### src/hw/rtl/bclpd_pkg.sv
package bclpd_pkg;

   // Latched event codes shown on the result channel.
   typedef enum logic [2:0] {
      EV_NONE    = 3'd0,
      EV_SINGLE  = 3'd1,
      EV_DOUBLE  = 3'd2,
      EV_LONG    = 3'd3,
      EV_REPEAT  = 3'd4,
      EV_RELEASE = 3'd5
   } event_type;

   // Item kinds on the request channel.
   localparam logic KIND_TICK  = 1'b0;
   localparam logic KIND_CLEAR = 1'b1;

   // Raw pin is active low.
   localparam logic PIN_PRESSED = 1'b0;

   // Configuration register indexes.
   localparam int CSR_ADDR_W = 2;
   localparam int CSR_DATA_W = 16;
   localparam logic [CSR_ADDR_W-1:0] CSR_DEBOUNCE     = 2'd0;
   localparam logic [CSR_ADDR_W-1:0] CSR_LONG_PRESS   = 2'd1;
   localparam logic [CSR_ADDR_W-1:0] CSR_DOUBLE_CLICK = 2'd2;

   // Register reset values.
   localparam logic [7:0]  DEBOUNCE_RESET     = 8'd20;
   localparam logic [15:0] LONG_PRESS_RESET   = 16'd1000;
   localparam logic [15:0] DOUBLE_CLICK_RESET = 16'd300;

   // Hold counter saturation point.
   localparam logic [15:0] HOLD_MAX = 16'hFFFF;

   // Repeats fire past the long-press count at multiples of this period.
   localparam int REPEAT_PERIOD = 100;
   localparam int PHASE_W = $clog2(REPEAT_PERIOD);
   localparam logic [PHASE_W-1:0] PHASE_LAST = PHASE_W'(REPEAT_PERIOD - 1);

   typedef struct packed {
      logic kind;
      logic pin_sample;
   } req_data_type;

   typedef struct packed {
      event_type event_code;
      logic      is_pressed;
   } rsp_data_type;

endpackage

### src/hw/rtl/button_click_long_press_detector_unit.sv
// The response to an accepted request beat appears in the next cycle.
// Throughput: one request beat per cycle as long as the single response
// register can take a new result: when empty or drained in that cycle.
// Reset (synchronous, active high) returns the configuration registers to
// their defaults, clears all counters, the held flag and the latched event,
// and empties the response register.
module button_click_long_press_detector_unit (
   input  logic                            clock,
   input  logic                            reset,
   input  logic                            req_valid,
   output logic                            req_ready,
   input  bclpd_pkg::req_data_type         req_data,
   output logic                            rsp_valid,
   input  logic                            rsp_ready,
   output bclpd_pkg::rsp_data_type         rsp_data,
   input  logic                            csr_wr_en,
   input  logic [bclpd_pkg::CSR_ADDR_W-1:0] csr_addr,
   input  logic [bclpd_pkg::CSR_DATA_W-1:0] csr_wr_data
);
   import bclpd_pkg::*;

   logic [7:0]         debounce_ticks_ff;
   logic [15:0]        long_press_ticks_ff;
   logic [15:0]        double_click_window_ff;

   logic               held_ff, held_in;
   logic [7:0]         bounce_count_ff, bounce_count_in;
   logic [15:0]        hold_ticks_ff, hold_ticks_in;
   logic [PHASE_W-1:0] rep_phase_ff, rep_phase_in;
   logic [1:0]         clicks_seen_ff, clicks_seen_in;
   logic [15:0]        window_left_ff, window_left_in;
   event_type          latched_event_ff, latched_event_in;

   logic               rsp_valid_ff;
   rsp_data_type       rsp_data_ff;

   logic               req_fire;
   logic [7:0]         bounce_inc;
   logic [15:0]        hold_inc;

   assign req_ready  = !rsp_valid_ff || rsp_ready;
   assign req_fire   = req_valid && req_ready;
   assign rsp_valid  = rsp_valid_ff;
   assign rsp_data   = rsp_data_ff;
   assign bounce_inc = bounce_count_ff + 8'd1;
   assign hold_inc   = hold_ticks_ff + 16'd1;

   // Configuration registers.
   always_ff @(posedge clock) begin
      if (reset) begin
         debounce_ticks_ff      <= DEBOUNCE_RESET;
         long_press_ticks_ff    <= LONG_PRESS_RESET;
         double_click_window_ff <= DOUBLE_CLICK_RESET;
      end else if (csr_wr_en) begin
         case (csr_addr)
            CSR_DEBOUNCE:     debounce_ticks_ff      <= csr_wr_data[7:0];
            CSR_LONG_PRESS:   long_press_ticks_ff    <= csr_wr_data;
            CSR_DOUBLE_CLICK: double_click_window_ff <= csr_wr_data;
            default: begin
            end
         endcase
      end
   end

   // Next state for a tick: debounce, hold tracking, click decode, then
   // the double-click window countdown on the updated state.
   always_comb begin
      held_in          = held_ff;
      bounce_count_in  = bounce_count_ff;
      hold_ticks_in    = hold_ticks_ff;
      rep_phase_in     = rep_phase_ff;
      clicks_seen_in   = clicks_seen_ff;
      window_left_in   = window_left_ff;
      latched_event_in = latched_event_ff;

      if (req_data.kind == KIND_CLEAR) begin
         latched_event_in = EV_NONE;
      end else begin
         if (req_data.pin_sample == PIN_PRESSED) begin
            if (!held_ff) begin
               // Counting toward an accepted press.
               bounce_count_in = bounce_inc;
               if (bounce_inc >= debounce_ticks_ff) begin
                  held_in         = 1'b1;
                  hold_ticks_in   = '0;
                  rep_phase_in    = '0;
                  bounce_count_in = '0;
               end
            end else if (hold_ticks_ff != HOLD_MAX) begin
               // Held: advance the hold count and its repeat phase.
               hold_ticks_in = hold_inc;
               rep_phase_in  = (rep_phase_ff == PHASE_LAST) ? '0
                                                            : rep_phase_ff + 1'b1;
               if (hold_inc == long_press_ticks_ff) begin
                  latched_event_in = EV_LONG;
                  clicks_seen_in   = '0;
                  window_left_in   = '0;
               end else if (hold_inc > long_press_ticks_ff &&
                            rep_phase_ff == PHASE_LAST) begin
                  latched_event_in = EV_REPEAT;
               end
            end
         end else begin
            if (!held_ff) begin
               bounce_count_in = '0;
            end else begin
               // Counting toward an accepted release.
               bounce_count_in = bounce_inc;
               if (bounce_inc >= debounce_ticks_ff) begin
                  held_in         = 1'b0;
                  bounce_count_in = '0;
                  if (hold_ticks_ff < long_press_ticks_ff) begin
                     clicks_seen_in = clicks_seen_ff + 2'd1;
                     if (clicks_seen_in == 2'd1) begin
                        latched_event_in = EV_SINGLE;
                        window_left_in   = double_click_window_ff;
                     end else if (clicks_seen_in >= 2'd2) begin
                        latched_event_in = EV_DOUBLE;
                        window_left_in   = '0;
                        clicks_seen_in   = '0;
                     end
                  end else begin
                     latched_event_in = EV_RELEASE;
                     clicks_seen_in   = '0;
                     window_left_in   = '0;
                  end
               end
            end
         end

         // Window countdown; expiry after a lone click re-raises single click.
         if (window_left_in != 16'd0) begin
            window_left_in = window_left_in - 16'd1;
            if (window_left_in == 16'd0) begin
               if (clicks_seen_in == 2'd1) begin
                  latched_event_in = EV_SINGLE;
                  clicks_seen_in   = '0;
               end else if (clicks_seen_in >= 2'd2) begin
                  clicks_seen_in = '0;
               end
            end
         end
      end
   end

   // State registers move only on an accepted request beat.
   always_ff @(posedge clock) begin
      if (reset) begin
         held_ff          <= 1'b0;
         bounce_count_ff  <= '0;
         hold_ticks_ff    <= '0;
         rep_phase_ff     <= '0;
         clicks_seen_ff   <= '0;
         window_left_ff   <= '0;
         latched_event_ff <= EV_NONE;
      end else if (req_fire) begin
         held_ff          <= held_in;
         bounce_count_ff  <= bounce_count_in;
         hold_ticks_ff    <= hold_ticks_in;
         rep_phase_ff     <= rep_phase_in;
         clicks_seen_ff   <= clicks_seen_in;
         window_left_ff   <= window_left_in;
         latched_event_ff <= latched_event_in;
      end
   end

   // Response register: filled on each accepted beat, emptied when taken.
   always_ff @(posedge clock) begin
      if (reset) begin
         rsp_valid_ff <= 1'b0;
      end else if (req_fire) begin
         rsp_valid_ff <= 1'b1;
      end else if (rsp_ready) begin
         rsp_valid_ff <= 1'b0;
      end
   end

   always_ff @(posedge clock) begin
      if (req_fire) begin
         rsp_data_ff.event_code <= latched_event_in;
         rsp_data_ff.is_pressed <= held_in;
      end
   end

endmodule

### config.mk
export PLATFORM = sky130hd
export DESIGN_NAME = button_click_long_press_detector_unit
export DESIGN_NICKNAME = d
export VERILOG_FILES = /design/src/hw/rtl/bclpd_pkg.sv /design/src/hw/rtl/button_click_long_press_detector_unit.sv
export SDC_FILE = /design/constraint.sdc
export NUM_CORES = 1
export LEC_CHECK = 0
export BUFFER_PORTS_ARGS = -buffer_cell sky130_fd_sc_hd__buf_2
export CAP_MARGIN = 20
export CORE_MARGIN = 8
export CORE_UTILIZATION = 42
export DETAILED_ROUTE_END_ITERATION = 6
export MAX_ROUTING_LAYER = met4
export PLACE_DENSITY = 0.61
export REMOVE_ABC_BUFFERS = 1
export SKIP_CTS_REPAIR_TIMING = 1
export SYNTH_ARGS = -nofsm -noshare
export SYNTH_HDL_FRONTEND = slang
export SYNTH_SLANG_ARGS = --single-unit
### constraint.sdc
create_clock -name clock -period 11.1 [get_ports clock]
set_input_delay 1.665 -clock clock [delete_from_list [all_inputs] [get_ports clock]]
set_output_delay 1.665 -clock clock [all_outputs]
set_load 0.02 [all_outputs]
# After elaboration in Yosys (flattened, before gate mapping)
# Index checks and enable logic that the tools add are counted.
# word_totals
in_bits,25
wordCells,107
output_inout_bits,6
regBits,98
# op_classes
n_addsub,5
magnitude_cmp,5
eq_ne,9
bitwise,2
n_mux,58
n_reduce_logical,15
# op_table
op,n
16-bit 2-to-1 mux,14
3-bit 2-to-1 mux,14
8-bit 2-to-1 mux,4
2-bit 2-to-1 mux,14
7-bit 2-to-1 mux,4
16-bit by 1-bit adder with 16-bit output (second input constant),1
16-bit equality test,1
16-bit greater-than comparator,1
16-bit zero test,1
16-bit < comparator,1
16-bit inequality test (second input constant),1
16-bit nonzero test,1
16-bit by 1-bit subtractor with 16-bit output (second input constant),1
8-bit by 1-bit adder with 8-bit output (second input constant),1
8-bit >= comparator,1
1-bit 2-to-1 mux,8
2-bit AND reduction,4
7-bit by 1-bit adder with 7-bit output (second input constant),1
7-bit equality test (second input constant),1
2-bit by 1-bit equality test with 1-bit output (second input constant),3
5-bit AND reduction,1
2-bit >= comparator (second input constant),2
2-bit nonzero test,2
3-bit AND reduction,1
9 further kinds,11

# Depth between registers and ports, before layout
# depth
ltp_word,14
mapped_depth,23
mapped_depth_nobuf,21

# Least setup slack after synthesis
# No wires, ideal clock.
# synth_path
kind,register to register
from,register hold_ticks_ff[0]
to,"register rsp_data_ff, in the netlist rsp_data[2], data pin"
stages_incl_launch_ff,24
required_time_ps,10845
arrival_time_ps,4747
path_buffers,3
path_slack_ps,6098
setup_time_ps,255
synth_period_minus_slack_ps,5002
cell_sequence,dfxtp_1 > ha_1 > nand3_1 > or3_1 > clkbuf_1 > nor2_1 > xnor2_1 > ha_1 > nand4_2 > nor4_4 > a31oi_4 > a31oi_4 > a21boi_1 > nor2_1 > ha_1 > clkbuf_1 > and2_1 > clkbuf_1 > nand2b_1 > xnor2_1 > o2111a_1 > nor3b_1 > nand4_1 > and3_1
# synth_via
elab_chain_len,12
elab_cells_between_ends,38
cone_classes,add/sub (2); order compare (2); eq/ne (3); mux (28); reduce/logical (3)
# synth_lines
item,line,source
"start, declared",button_click_long_press_detector_unit.sv:28,"logic [15:0] hold_ticks_ff, hold_ticks_in;"
"start signal, assigned",button_click_long_press_detector_unit.sv:159,hold_ticks_ff <= hold_ticks_in;
16-bit by 1-bit adder with 16-bit output,button_click_long_press_detector_unit.sv:46,assign hold_inc = hold_ticks_ff + 16'd1;
16-bit equality test or 16-bit greater-than comparator (tied branches),"button_click_long_press_detector_unit.sv:94, button_click_long_press_detector_unit.sv:98",
"16-bit 2-to-1 mux, or another cell as far along",button_click_long_press_detector_unit.sv:94,if (hold_inc == long_press_ticks_ff) begin
"16-bit 2-to-1 mux, or another cell as far along",button_click_long_press_detector_unit.sv:89,end else if (hold_ticks_ff != HOLD_MAX) begin
"16-bit 2-to-1 mux, or another cell as far along",button_click_long_press_detector_unit.sv:80,if (!held_ff) begin
"16-bit 2-to-1 mux, or another cell as far along",button_click_long_press_detector_unit.sv:79,if (req_data.pin_sample == PIN_PRESSED) begin
"16-bit 2-to-1 mux, or another cell as far along",button_click_long_press_detector_unit.sv:76,if (req_data.kind == KIND_CLEAR) begin
"16-bit by 1-bit subtractor with 16-bit output, or another cell as far along",button_click_long_press_detector_unit.sv:133,window_left_in = window_left_in - 16'd1;
16-bit zero test or 3-bit 2-to-1 mux (tied branches),"button_click_long_press_detector_unit.sv:134, button_click_long_press_detector_unit.sv:135",
3-bit 2-to-1 mux,button_click_long_press_detector_unit.sv:134,if (window_left_in == 16'd0) begin
3-bit 2-to-1 mux *,button_click_long_press_detector_unit.sv:132,if (window_left_in != 16'd0) begin
3-bit 2-to-1 mux *,button_click_long_press_detector_unit.sv:76,
named net latched_event_in[1],button_click_long_press_detector_unit.sv:32,"event_type latched_event_ff, latched_event_in;"
"end, declared",button_click_long_press_detector_unit.sv:35,rsp_data_type rsp_data_ff;
# Mark *: on every way through the listed nets, which the timed path passes. The rest lies on a longest branch. The select of a mux whose other input is x is not followed.
# A chain may end at the register's enable or synchronous reset.

# Worst setup path after layout
# layout_path
from,register hold_ticks_ff[0]
to,"register rsp_data_ff, in the netlist rsp_data[3], data pin"
# Same word-level chain as after synthesis.

==> flow_summary.json <==
{
  "outcome": "finished, final reports clean",
  "grt_pass1_vias": 5551,
  "drc": 0,
  "grt_max_degree": 90,
  "die_w_microns": 138.6,
  "p_per_area_nw_per_um2": 143.5,
  "cts-htree-levels": 3,
  "leakagePower_nw": 2.801,
  "insertion_delay_ps": 370,
  "drive_gt1_share_pct": 9.058,
  "final_area_sq_um": 6907,
  "routed_via_density": 5.749,
  "hold_violations": 0,
  "setup.worst_path.end_class": "flip-flop",
  "async_reset_ff_share_pct": 0,
  "cts_tree": "done",
  "slowest_delay_ps": 520,
  "clock_skew_ps": 13.07,
  "synth_cell_type_count": 74,
  "wl_microns": 17210,
  "io_buffers": 30,
  "synth_edf_count": 4,
  "yosysTopAreaCellShare_pct": 29.81,
  "criticalPathCategory": "reg2reg",
  "cts.path.max_buffers": 2,
  "cp_slowest_cell": "or3_1",
  "antenna_found_initial": 0,
  "cp_num_buf_inv": 0,
  "yosysWarnings": 0,
  "core_sq_um": 14920,
  "yosysSeqAreaShare_pct": 31.71,
  "top_usage_layer": "met2",
  "path_max_fanout": 10,
  "detail_route.wl_per_cell_microns": 16.94,
  "crit_arrival_ps": 5890,
  "synthTopCellsByArea": "dfxtp_1, ha_1, nand2_1",
  "cp.required_ps": 11210,
  "avgSynthCellArea_sq_um": 7.756,
  "ir_drop_mv": 0.08044,
  "hold_ws_ps": 458.3,
  "setup_viol": 0,
  "start_util_pct": 42.31,
  "dp_hpwl_microns": 12690,
  "layout.nets": 896,
  "min_period_over_period_pct": 52.03,
  "syn_inst": 814,
  "pin_count": 31,
  "die_area_sq_um": 19210,
  "critical_path.top_delay_family": "simple AND/OR/NAND/NOR gates",
  "vias": 5841,
  "ys_ff_latch": 98,
  "fin_setup_tns_ps": 0,
  "worst_pin_slew_ps": 982.5,
  "met1_usage_pct": 23.67,
  "cts_sinks": 98,
  "clk_pin_slew_ps": 70,
  "postPlaceCellArea_sq_um": 6606,
  "min_period_ps": 5776,
  "detail-route-antenna-nets": 0,
  "die-height_microns": 138.6,
  "cts-root-buf": "clkbuf_16",
  "drtPass1Iterations": 5,
  "rows": 45,
  "area_delta_synth_final_pct": 9.394,
  "met2_usage_pct": 27.12,
  "relSlewSlack_pct": 34.00,
  "nFillCells": 1518,
  "fmax_mhz": 173.1,
  "slew_viol_final": 0,
  "path_cells": "ha_1 > nand3_1 > or3_1 > nor2_1 > xor2_1 > ha_1 > nand4_1 > nor4_4 > a31oi_4 > a31oi_4 > a21boi_1 > nor2_1 > ha_1 > and2_1 > nand2b_1 > xnor2_1 > o2111a_1 > nor3b_1 > nand4_1 > and3_1",
  "grt_pass1_wl_microns": 28480,
  "hold_path.class": "reg2reg",
  "critPathLaunchType": "flip-flop",
  "grtUsageTotal_pct": 18.49,
  "place_congestion": 0.9466,
  "use_met3_pct": 5.616,
  "path_common_cell": "ha_1",
  "netlist_area_sq_um": 6314,
  "cts_made_buffers": 9,
  "n_antenna_cell": 0,
  "cap_violations": 0,
  "drtIter0Drc": 503,
  "rsz0062_at_grt": "false",
  "synth_largest_area_cell": "dfxtp_1",
  "synthFlopType": "dfxtp_1",
  "overflow": 0
}
[through the flow]
step | total power [mW] | utilization (%) | setup slack (ps) | std cells
after floorplan | 0.5971 | - | 5874 | 773
after global routing | 1.043 | 46.29 | 4919 | 1016
after CTS | 0.9953 | 46.29 | 5479 | 1016
after detailed placement | 0.6758 | 44.28 | 5547 | 1000
after global placement | 0.6781 | 44.28 | 5660 | 1000
final | 0.9909 | 46.29 | 5324 | 1016
[state kept, by name (all words and copies together), names as in the netlist]
register and count:
held_ff 1, latched_event_ff 3, rep_phase_ff 7, long_press_ticks_ff 16, double_click_window_ff 16, rsp_valid 1, rsp_data 4, debounce_ticks_ff 8
clicks_seen_ff 2, bounce_count_ff 8, window_left_ff 16, hold_ticks_ff 16
[worst register-to-register path, stage by stage (launching register included)]
cell and delay (ps):
dfxtp_1 430, ha_1 220, nand3_1 230, or3_1 520
nor2_1 150, xor2_1 100, ha_1 300, nand4_1 180
nor4_4 380, a31oi_4 220, a31oi_4 280, a21boi_1 160
nor2_1 260, ha_1 400, and2_1 330, nand2b_1 100
xnor2_1 160, o2111a_1 210, nor3b_1 390, nand4_1 280
and3_1 240
[final timing paths]
kind                          start  slack (ps)  depth (start not counted)                endpoint
max                hold_ticks_ff[0]        5320                         20             rsp_data[3]
min          long_press_ticks_ff[1]         460                          2  long_press_ticks_ff[1]
max reg2reg        hold_ticks_ff[0]        5320                         20             rsp_data[3]
min reg2reg  long_press_ticks_ff[1]         460                          2  long_press_ticks_ff[1]
[synthesized netlist by cell type (4+ instances only)]
master      n
dfxtp_1    94
o22ai_1     5
or2_2       4
a22o_1      4
ha_1       48
and3_1     12
a211oi_1    4
a211o_1     4
nor2b_1     9
o221ai_1    4
nor2_1     71
nand4_1    15
inv_1      37
xnor2_1    21
clkbuf_1   36
nand3b_1   15
o21ai_0    19
and2_1      7
nor4_1      6
a31oi_1     6
a21o_1      7
nand2_1   131
o211ai_1    6
or3_1       4
nor3_1     13
edfxtp_1    4
o21a_1      6
a21oi_1    85
a22oi_1    15
xor2_1     15
nand3_1    43
[report_power, final]
group          internal [mW]  switching, mW
registers              0.372         0.0144
clock network          0.172          0.144
logic                  0.113          0.175
[metal layers]
layer	up-vias	routed length, microns	share of wire [%]
li1	2929	-	-
met1	2694	8290	48
met2	179	7396	43
met3	39	1085	6.3
met4	0	435	2.5
met5	-	0	0
[cells by family after synthesis]
| logic type | after synthesis | share of synthesized area, % |
|---|---|---|
| compound gates | 200 | 21.46 |
| fa+ha+maj | 48 | 9.513 |
| xor+xnor | 36 | 4.994 |
| simple gates | 351 | 27.17 |
| flops | 98 | 31.71 |
| buf+inv | 79 | 4.836 |
| mux | 2 | 0.3171 |
[cells in the final DEF (no fill, tap or decap), types with 4 or more instances in the layout]
master	netlist	layout
nor4_1	6	6
nor2b_1	9	9
o221ai_1	4	4
and3_1	12	12
or2_2	4	4
or3_1	4	4
buf_2	2	30
nor3_1	13	13
o211ai_1	6	6
o21a_1	6	6
and2_1	7	7
nand3_1	43	43
nand2_1	131	131
a31oi_1	6	6
dfxtp_1	94	94
edfxtp_1	4	4
o22ai_1	5	5
clkbuf_16	0	9
a21o_1	7	7
a22o_1	4	4
a21oi_1	85	85
ha_1	48	48
nand4_1	15	15
nand3b_1	15	15
o21ai_0	19	19
xor2_1	15	15
a211o_1	4	4
nor2_1	71	71
inv_1	37	37
a211oi_1	4	4
buf_4	1	9
xnor2_1	21	21
a22oi_1	15	15
[cell type report]
cell class	count	area (sq um)	share of cell area, %
well taps	188	235.2	3.406
clock inverters	4	33.78	0.4891
flip-flops and latches	98	2002	28.99
multi-input cells	637	4006	58.01
clock buffers	12	266.5	3.859
inverters	38	145.1	2.101
repair buffers	39	217.7	3.152
No activity file was read; power rests on OpenSTA's default activity.
